$ cat src/hw/rtl/assert_macros.svh
// Assertion helpers used by pip_ctrl.
`ifndef ASSERT_MACROS_SVH
`define ASSERT_MACROS_SVH

// Same-cycle implication, disabled during reset.
`define PIP_ASSERT_SAME(label, clk, rst, ante, cons) \
   label: assert property (@(posedge clk) disable iff (rst) (ante) |-> (cons)) \
      else $error("assertion failed: same-cycle implication");

// Next-cycle implication, disabled during reset.
`define PIP_ASSERT_NEXT(label, clk, rst, ante, cons) \
   label: assert property (@(posedge clk) disable iff (rst) (ante) |=> (cons)) \
      else $error("assertion failed: next-cycle implication");

`endif

$ cat src/hw/rtl/pip_pkg.sv
`timescale 1ns / 1ps
// ----------------------------------------------------------------------------
// pip_pkg
// Shared types and codes of the point-in-polygon classifier.
// ----------------------------------------------------------------------------
package pip_pkg;

   localparam int SLOT_BITS     = 10;
   localparam int COUNT_BITS    = 11;
   localparam int CLASS_BITS    = 2;
   localparam int RSP_DATA_BITS = 8;

   // request kinds carried on req_tuser
   localparam logic CMD_LOAD  = 1'b0;
   localparam logic CMD_QUERY = 1'b1;

   // location classes
   localparam logic [CLASS_BITS-1:0] CLASS_INTERIOR = 2'd0;
   localparam logic [CLASS_BITS-1:0] CLASS_EXTERIOR = 2'd1;
   localparam logic [CLASS_BITS-1:0] CLASS_VERTEX   = 2'd2;
   localparam logic [CLASS_BITS-1:0] CLASS_EDGE     = 2'd3;

   // controller to datapath commands
   typedef struct packed {
      logic wr_en;      // store the request vertex
      logic rd_en;      // read one vertex
      logic rd_first;   // read primes the previous vertex only
      logic q_load;     // latch the query point
      logic acc_clear;  // clear parities and hit flag
      logic rsp_load;   // capture the class into the response register
   } ctrl_cmd_type;

endpackage

$ cat src/hw/rtl/pip_ctrl.sv
`timescale 1ns / 1ps
// ----------------------------------------------------------------------------
// pip_ctrl
// Request handshake, vertex count register and the edge walk sequencer.
// ----------------------------------------------------------------------------
`include "assert_macros.svh"

module pip_ctrl
   import pip_pkg::*;
#(
   parameter int MAX_VERTICES = 1024
) (
   input  logic                            clock,
   input  logic                            reset,
   input  logic                            req_tvalid,
   output logic                            req_tready,
   input  logic                            req_command,
   input  logic [SLOT_BITS-1:0]            req_slot,
   input  logic                            csr_wr_en,
   input  logic [COUNT_BITS-1:0]           csr_wr_data,
   output logic                            rsp_tvalid,
   input  logic                            rsp_tready,
   output ctrl_cmd_type                    cmd,
   output logic [$clog2(MAX_VERTICES)-1:0] wr_addr,
   output logic [$clog2(MAX_VERTICES)-1:0] rd_addr,
   input  logic                            pipe_busy
);

   localparam int AW = $clog2(MAX_VERTICES);

   typedef enum logic [4:0] {
      ST_IDLE   = 5'b00001,
      ST_PRIME  = 5'b00010,
      ST_WALK   = 5'b00100,
      ST_DRAIN  = 5'b01000,
      ST_FINISH = 5'b10000
   } state_type;

   state_type state_ff, state_in;

   logic [COUNT_BITS-1:0] count_ff, count_in;
   logic [AW-1:0] last_ff, last_in, idx_ff, idx_in;
   logic rsp_valid_ff, rsp_valid_in;

   logic accept;
   logic [31:0] slot_ext, count_ext, n_sat, last_ext;

   assign accept    = req_tvalid & req_tready;
   assign slot_ext  = 32'(req_slot);
   assign count_ext = 32'(count_ff);
   assign n_sat     = (count_ext > 32'(MAX_VERTICES)) ? 32'(MAX_VERTICES) : count_ext;
   assign last_ext  = n_sat - 32'd1;

   assign count_in = csr_wr_en ? csr_wr_data : count_ff;

   always_comb begin
      state_in     = state_ff;
      last_in      = last_ff;
      idx_in       = idx_ff;
      rsp_valid_in = rsp_valid_ff & ~rsp_tready;
      cmd          = '0;
      req_tready   = 1'b0;
      rd_addr      = idx_ff;

      unique case (state_ff)
         ST_IDLE: begin
            req_tready = 1'b1;
            if (accept) begin
               if (req_command == CMD_QUERY) begin
                  cmd.q_load    = 1'b1;
                  cmd.acc_clear = 1'b1;
                  last_in       = last_ext[AW-1:0];
                  idx_in        = '0;
                  // empty polygon: nothing to walk
                  state_in      = (count_ff == '0) ? ST_DRAIN : ST_PRIME;
               end else begin
                  cmd.wr_en = (slot_ext < 32'(MAX_VERTICES));
               end
            end
         end
         ST_PRIME: begin
            // last vertex first, as the predecessor of vertex 0
            cmd.rd_en    = 1'b1;
            cmd.rd_first = 1'b1;
            rd_addr      = last_ff;
            state_in     = ST_WALK;
         end
         ST_WALK: begin
            cmd.rd_en = 1'b1;
            if (idx_ff == last_ff) begin
               state_in = ST_DRAIN;
            end else begin
               idx_in = idx_ff + 1'b1;
            end
         end
         ST_DRAIN: begin
            if (!pipe_busy) begin
               state_in = ST_FINISH;
            end
         end
         ST_FINISH: begin
            // hold until the response register is free
            if (!rsp_valid_ff || rsp_tready) begin
               cmd.rsp_load = 1'b1;
               rsp_valid_in = 1'b1;
               state_in     = ST_IDLE;
            end
         end
         default: begin
            state_in = ST_IDLE;
         end
      endcase
   end

   always_ff @(posedge clock) begin
      if (reset) begin
         state_ff     <= ST_IDLE;
         count_ff     <= '0;
         rsp_valid_ff <= 1'b0;
      end else begin
         state_ff     <= state_in;
         count_ff     <= count_in;
         rsp_valid_ff <= rsp_valid_in;
      end
   end

   always_ff @(posedge clock) begin
      last_ff <= last_in;
      idx_ff  <= idx_in;
   end

   assign wr_addr    = slot_ext[AW-1:0];
   assign rsp_tvalid = rsp_valid_ff;

   `PIP_ASSERT_NEXT(a_query_leaves_idle, clock, reset, accept && req_command == CMD_QUERY, !req_tready)
   `PIP_ASSERT_SAME(a_rsp_after_drain, clock, reset, cmd.rsp_load, !pipe_busy)
   `PIP_ASSERT_SAME(a_rsp_from_finish, clock, reset, $rose(rsp_valid_ff), $past(state_ff == ST_FINISH))

endmodule
$ cat config.mk
export PLATFORM = sky130hd
export DESIGN_NAME = pip_ctrl
export DESIGN_NICKNAME = d
export VERILOG_FILES = /design/src/hw/rtl/pip_pkg.sv /design/src/hw/rtl/pip_ctrl.sv
export VERILOG_INCLUDE_DIRS = /design/src /design/src/hw/rtl
export SDC_FILE = /design/constraint.sdc
export NUM_CORES = 1
export LEC_CHECK = 0
export BUFFER_PORTS_ARGS = -buffer_cell sky130_fd_sc_hd__buf_2
export CORE_MARGIN = 2
export CORE_UTILIZATION = 56
export DETAILED_ROUTE_END_ITERATION = 16
export GPL_TIMING_DRIVEN = 0
export PLACE_DENSITY = 0.84
export SLEW_MARGIN = 0
export SYNTH_ARGS = -nofsm -noshare
export SYNTH_HDL_FRONTEND = slang
export SYNTH_SLANG_ARGS = --single-unit
$ cat constraint.sdc
create_clock -name clock -period 4.3 [get_ports clock]
set_input_delay 0 -clock clock [delete_from_list [all_inputs] [get_ports clock]]
set_output_delay 0 -clock clock [all_outputs]
set_load 0.01 [all_outputs]
==> results of run 1 <==
[worst paths after layout]
kind / from / to / slack [ns] / cells past startpoint
worst min-delay path: pipe_busy / state_ff[4]$_SDFFE_PP0P_ / 0.01 / 4
worst min register to register: rsp_tvalid$_SDFF_PP0_ / rsp_tvalid$_SDFF_PP0_ / 0.50 / 2
worst max-delay path: state_ff[0]$_SDFFE_PP1P_ / idx_ff[3]$_SDFFCE_PN0P_ / 2.05 / 5
worst max register to register: state_ff[0]$_SDFFE_PP1P_ / idx_ff[3]$_SDFFCE_PN0P_ / 2.05 / 5
[synthesized netlist by cell type (3+ instances only)]
cell | number | share of area
buf_4 | 11 | 0.039
mux2_1 | 7 | 0.037
nand2_1 | 14 | 0.025
inv_1 | 6 | 0.011
nand2b_1 | 6 | 0.018
nor2_1 | 24 | 0.042
o21ai_1 | 3 | 0.0071
nor2b_1 | 4 | 0.012
dfxtp_1 | 17 | 0.16
o21ai_0 | 5 | 0.012
a21oi_1 | 6 | 0.014
xor2_1 | 16 | 0.066
nor3_1 | 5 | 0.012
nand3_1 | 7 | 0.017
mux2i_1 | 12 | 0.057
edfxtp_1 | 20 | 0.28
nor4_1 | 4 | 0.012
clkbuf_1 | 4 | 0.0071
xnor2_1 | 4 | 0.017
[flip-flops by register name, summed over array words and instances, names as in the netlist]
name,cells
state_ff,5
last_ff,10
idx_ff,10
rsp_tvalid,1
count_ff,11
[metal layers]
metal,track usage,vias to the layer above,wire length [um]
met4,0.0703,0,40
met3,0.0582,4,186
li1,-,872,-
met5,0,-,0
met2,0.353,45,2140
met1,0.261,775,1880
[kinds of logic (layout without fill, tap and decap cells)]
| family | count (synthesis) | in the layout | synth area share |
|---|---|---|---|
| compound gates | 22 | 22 | 0.0649 |
| xor+xnor | 20 | 20 | 0.0825 |
| fa+ha+maj | 2 | 2 | 0.0118 |
| buf+inv | 25 | 90 | 0.0684 |
| flops | 37 | 37 | 0.443 |
| mux | 21 | 21 | 0.104 |
| simple gates | 86 | 86 | 0.225 |
[worst min-delay path: stages]
cell,delay (ns)
buf_2,0.09
nor3b_1,0.04
nor2_1,0.08
nor3b_1,0.05
[metrics by stage]
step / std cells / instance area (um^2) / power (uW) / util / worst slack (ns)
5_1_grt: 326 / 2620 / 1140 / 0.716 / 1.83
3_5_place_dp: 305 / 2400 / 823 / 0.656 / 2.07
2_1_floorplan: 213 / 2120 / 722 / - / 2.40
3_3_place_gp: 305 / 2400 / 812 / 0.656 / 2.11
6_report: 326 / 2620 / 1070 / 0.716 / 2.05
4_1_cts: 326 / 2620 / 1080 / 0.716 / 2.05
[cell type report]
class,instances,area [um^2]
Multi-Input combinational cell,151,1040
Inverter,7,26.3
Clock buffer,8,90.1
Sequential cell,37,941
Tap cell,48,60.1
Buffer,18,119
Timing Repair Buffer,57,350
Fill cell,266,1040
[where the power goes]
part | switching, uW | internal [uW] | leakage, uW
Sequential | 57.4 | 433 | 0.000326
Clock | 117 | 131 | 0.0000455
Combinational | 179 | 157 | 0.000760
==> summary by stage, run 1 <==
Synthesis
The mean instance size in the synthesized netlist is 9.96 um^2. In this run, distinct cell masters in the synthesized netlist total 46. The number of warning messages in the yosys log is 0. In the synthesized netlist the dominant register cell turns out to be edfxtp_1. Synthesis produced a netlist with a net count of 243. The mapped netlist covers 0.00212 mm^2. The proportion of synthesized chip area in sequential cells is 0.443. The register bit count reported by yosys is 37. The cell count after synthesis came out at 213. The proportion of synthesized flip-flops having asynchronous set or reset is 0.

The number of flops mapped to enable cells by yosys is 20.

Floorplanning
The starting density of the core is 0.580. The top-level I/O count is 56. The region available for standard cell placement spans 0.00366 mm^2.

The initialized floorplan defines 22 standard-cell rows. Measured along the y axis, the die boundary spans 65.6 um. The area enclosed by the die boundary is 0.00430 mm^2. The die is 65.6 um wide.

Setup path
The critical path goes through nor2b_1, nand2_1, inv_2, and3_1, nand2b_1. STA classifies the critical path endpoint as a flip-flop. The critical path arrival is 2.18 ns.

STA puts the critical path data required time at 4.23 ns. The critical path class is flip-flop to flip-flop. Broken down by cell family, the worst path's largest delay share belongs to simple AND/OR/NAND/NOR gates. The number of buffers and inverters on the critical path is 1.

On the critical path, the stage with the largest delay is an instance of nand2b_1. The nature of the critical path startpoint is a flip-flop. The largest stage delay on the critical path is 0.50 ns. The largest fanout of any net on the critical path is 11.

Place
At the end of routability-driven placement, the weighted congestion stood at 0.853. The estimated wirelength of the detail-placed design is 3020 um. Port buffering added 44 buffers.

STA
The post-route setup TNS is 0 ns. Static timing analysis puts the maximum clock frequency at 0.444 GHz. The final-layout worst hold slack is 0.0148 ns. The final critical path time including I/O delays and setup is 2.25 ns. The final count of hold timing violations is 0. The final number of setup-violating endpoints is 0. The transition time of the tightest slew-check pin is 0.518 ns.

Setup repair after global routing left no endpoint under its margin. The worst slew slack as a fraction of its limit is 0.655. Of the available clock period, the critical path in the final layout requires 0.524. The number of max-slew violations in the final report is 0. The worst clock skew is 0.00367 ns.

Routing
The first detailed-routing pass took 5 iterations. In the routed layout, each cell is associated on average with a via count of 5.20. The routed wire length per instance is 13.0 um. The post-detailed-route DRC marker count is 0. The starting DRC count in detailed routing is 134. The total wire length is 4250 um. The count of nets left with antenna violations once routing finished came out at 0. Summing over every cut layer, the via total after detailed routing is 1696.

Global route
The number of global-route vias before repair is 1524. The initial antenna violation count was 0. The total overflow left after global routing is 0.

The maximum number of pins on one net before global-route repair is 12. The aggregate global-route resource usage is 0.211. The first-pass GRT wire length is 6820 um.

Final layout
Leaving out fill and tap cells, the most frequent cell in the layout is buf_2. The share of post-route cells with drive strength above 1 is 0.263. In the layout the commonest cells are buf_2, nor2_1, edfxtp_1. The area added between synthesis and finish is 23.6%. The total number of nets in the final design is 307. The number of antenna diodes is 0.

Clock network
The longest clock path from root to sink contains 2 buffers. The tree is rooted in a clkbuf_8. For this design, the CTS-stage hold fixing added 13 buffers. The clock net in this run drives a total of 37 sinks.

TritonCTS built the clock tree. TritonCTS created 5 clock buffers. The CTS H-tree depth is 2. Once the clock tree was built, the resizer swapped 0 gates to a different size. The worst-skew pair later-pin latency is 0.29 ns. After clock tree synthesis, the clock-pin slew on the worst setup and hold paths is 0.07 ns. Once the clock tree was built, the setup fixing pass inserted 0 buffers.

Power and ir drop
The maximum ir drop on the vdd rail is 0.261 mV. In this run the static leakage power is 0.00113 uW. In this run the power density over the cells is 409 mW/mm^2.

Run status
The flow ran to the end, and the final reports show no timing, DRC or antenna violations.

Hold path
The min-delay analysis places its worst path in the category input pin to flip-flop.

Run
Across the run, the number of max-cap violations was 0.
No activity file was read; power rests on OpenSTA's default activity.
==> run 2, diff against run 1 <==
- CORE_UTILIZATION: 56 -> 52
- PLACE_DENSITY: 0.84 -> 0.79
- clock period: 4.3 -> 2.3 ns (I/O delays scaled with it)
==> run 2 against run 1 <==
  * Global-route usage decreased by 0.54 points
  * Worst setup slack got worse by 1.8 ns
  * Power increased by 85%
  * Register-to-register slack got worse by 1.8 ns
  * Count of clock-buffer cells in the layout unchanged
  * Flip-flop and latch count unchanged
  * Clock skew about the same
  * Sequential power increased by 87%
  * First-iteration DRC count increased by 3.7%
  * Cell area decreased by 0.19%
  * Combinational power increased by 88%
  * Largest cell class unchanged
==> summary by stage, run 2 (synthesized netlist as in run 1, its figures left out) <==
Final layout
The largest registers in the layout are count_ff (11), idx_ff (10), last_ff (10). The library cell used most frequently in the layout, excluding fill and tap cells, is buf_2. The filler cells instantiated in the layout total 320. The register with the most flip-flops in the final layout is count_ff.

0 antenna diodes ended up in the layout. The area added between synthesis and finish is 23.3%. In the final layout, the share of cells above drive strength 1 is 0.263. At the end of the flow, the number of nets in the layout was 307. The top cell types in the final layout, fill and taps aside, are buf_2, nor2_1, edfxtp_1. The flip-flop count of the largest register after layout is 11.

Routing
Detailed routing inserted a total of 1692 vias. In this run, the number of DRC markers left after iteration 0 of detailed routing was 139. After detailed routing, the average wire length per cell comes to 12.8 um. The first detailed-routing pass ran for 4 iterations. The post-detailed-route DRC marker count is 0. Wires add up to 4210 um. In this run the remaining antenna-violating nets after routing total 0.

The via count normalized by instance count is 5.16.

Power and ir drop
The areal power density over the cells is 759 mW/mm^2. Across the VDD grid, the largest voltage drop is 0.425 mV. In this run the static leakage power is 0.00112 uW.

Clock network
The longest clock path from root to sink contains 2 buffers. The root buffer selected by CTS is clkbuf_8. The worst-skew pair later-pin latency is 0.29 ns.

Clock-pin slew was measured on the worst setup and hold paths at 0.07 ns. The CTS H-tree depth is 2. The clock tree from TritonCTS is yes.

The number of post-CTS setup repair buffers is 0. Counting every sink on the clock net gives 37. The number of buffers added by the clock tree synthesis step is 5.

Setup path
In this design, the largest share of critical-path delay is due to simple AND/OR/NAND/NOR gates. The reg-to-reg setup timing slack is 0.21 ns. STA classifies the critical path startpoint as a flip-flop. The setup path with the least slack is of type flip-flop to flip-flop. For this run, the slowest stage of the critical path takes 0.45 ns. The end of the worst register-to-register path is idx_ff[4]$_SDFFCE_PN0P_. For this design, the slowest cell found on the critical path is and3_1.

In this run the worst path has a maximum fanout of 11. The beginning of the critical path is state_ff[0]$_SDFFE_PP1P_. Counting both buffers and inverters, the worst setup path holds a total of 1. Traced cell by cell, the critical path runs through nor2b_1, nand2_1, inv_2, and3_1, nand2b_2. The required arrival time at the worst endpoint is 2.27 ns. The startpoint identified for the worst register-to-register timing path is state_ff[0]$_SDFFE_PP1P_.

Counting cells, the worst reg-to-reg path comes to 5. The critical path crosses 5 cells after its start point. STA puts the critical path data arrival time at 2.06 ns.

The worst setup path is captured at a flip-flop. The critical path ends at idx_ff[4]$_SDFFCE_PN0P_.

Global route
The aggregate global-route resource usage is 0.205. Summed over all layers, the global routing overflow is 0. The met2 capacity usage during global routing is 0.342.

The fraction of met3 tracks used by global routing is 0.0559. The global-route layer with the greatest usage is met2. The initial antenna violation count was 0.

The maximum number of pins on one net before global-route repair is 12. The first-pass GRT wire length is 6920 um. The met1 routing resource usage after global routing is 0.255.

The number of global-route vias before repair came to 1528.

Floorplanning
After floorplanning, the core was divided into 23 placement rows. The core region is 0.00397 mm^2. The top-level I/O count is 56. The die covers 0.00461 mm^2. The initial utilization of the core area, before any placement, comes to 0.534. The die height is 67.9 um. Measured along the x axis, the die boundary spans 67.9 um.

Place
The routability-driven placement congestion ratio is 0.831. During placement, the flow inserted port buffers numbering 44. Once detailed placement completed, the half-perimeter wirelength came to 3060 um.

STA
The final-layout worst hold slack is 0.0177 ns. Static timing analysis puts the maximum clock frequency at 0.479 GHz. The final critical path time including I/O delays and setup is 2.09 ns. The number of max-slew violations in the final report came to 0. The part of the cycle the worst path needs is 0.908. Setup repair after global routing left no endpoint under its margin. Setup total negative slack on the finished layout was measured at 0 ns. The worst slew slack as a fraction of its limit is 0.691. The final count of hold timing violations came to 0.

At the pin with the least slew margin, the transition time is 0.464 ns. Setup violations remaining at the end of the flow were counted as 0. The worst clock skew is 0.00334 ns.

Run
The tool flagged a number of max-cap violations equal to 0.

Hold path
The hold path startpoint is pipe_busy. The worst hold path belongs to the class input pin to flip-flop.

Run status
The run finished with clean final reports.
## run 2: routing by layer
metal / wire, um / up-vias / share of wire
li1: - / 866 / -
met1: 1810 / 777 / 0.43
met2: 2130 / 43 / 0.50
met3: 214 / 6 / 0.051
met4: 54 / 0 / 0.013
met5: 0 / - / 0
## run 2: final cells by class
type                    instances  area [um^2]  area share
plain buffers                  18          119      0.0454
clock buffers                   8         80.1      0.0306
inverters                       7         26.3      0.0100
multi-input cells             151         1040       0.397
flip-flops and latches         37          941       0.359
well taps                      50         62.6      0.0239
repair buffers                 57          350       0.134
## run 2: stage by stage
stage	instances	area [um^2]	worst slack [ns]	total power [uW]	utilization
6_report	328	2620	0.212	1990	0.659
2_1_floorplan	213	2120	0.401	1350	-
3_3_place_gp	307	2400	0.107	1520	0.606
5_1_grt	328	2620	0.0249	2130	0.659
3_5_place_dp	307	2400	0.0496	1540	0.606
4_1_cts	328	2620	0.0338	2000	0.658
## run 2: timing repair
item | in CTS | in global routing
hold buffers | 13 | 0
resized for setup | 0 | 1
endpoints found under the hold margin | 12 | 0
setup endpoints to repair | 0 | 10
## run 2: power by group
part / switching (uW) / total [uW] / internal [uW]
clock: 227 / 442 / 215
sequential: 105 / 914 / 809
combinational: 335 / 630 / 295
## run 2: tightest hold or removal path: stages
cell,delay [ns]
buf_2,0.09
nor3b_1,0.04
nor2_1,0.08
nor3b_1,0.05
## run 2: how the worst min path moves through the flow
stage / slack [ns] / to / depth (start not counted)
floorplan: 0.05 / cmd[5] / 1
global placement: 0.18 / wr_addr[8] / 2
detailed placement: 0.18 / wr_addr[8] / 2
CTS: 0.003 / state_ff[4]$_SDFFE_PP0P_ / 4
global route: 0.04 / state_ff[4]$_SDFFE_PP0P_ / 4
finish: 0.02 / state_ff[4]$_SDFFE_PP0P_ / 4
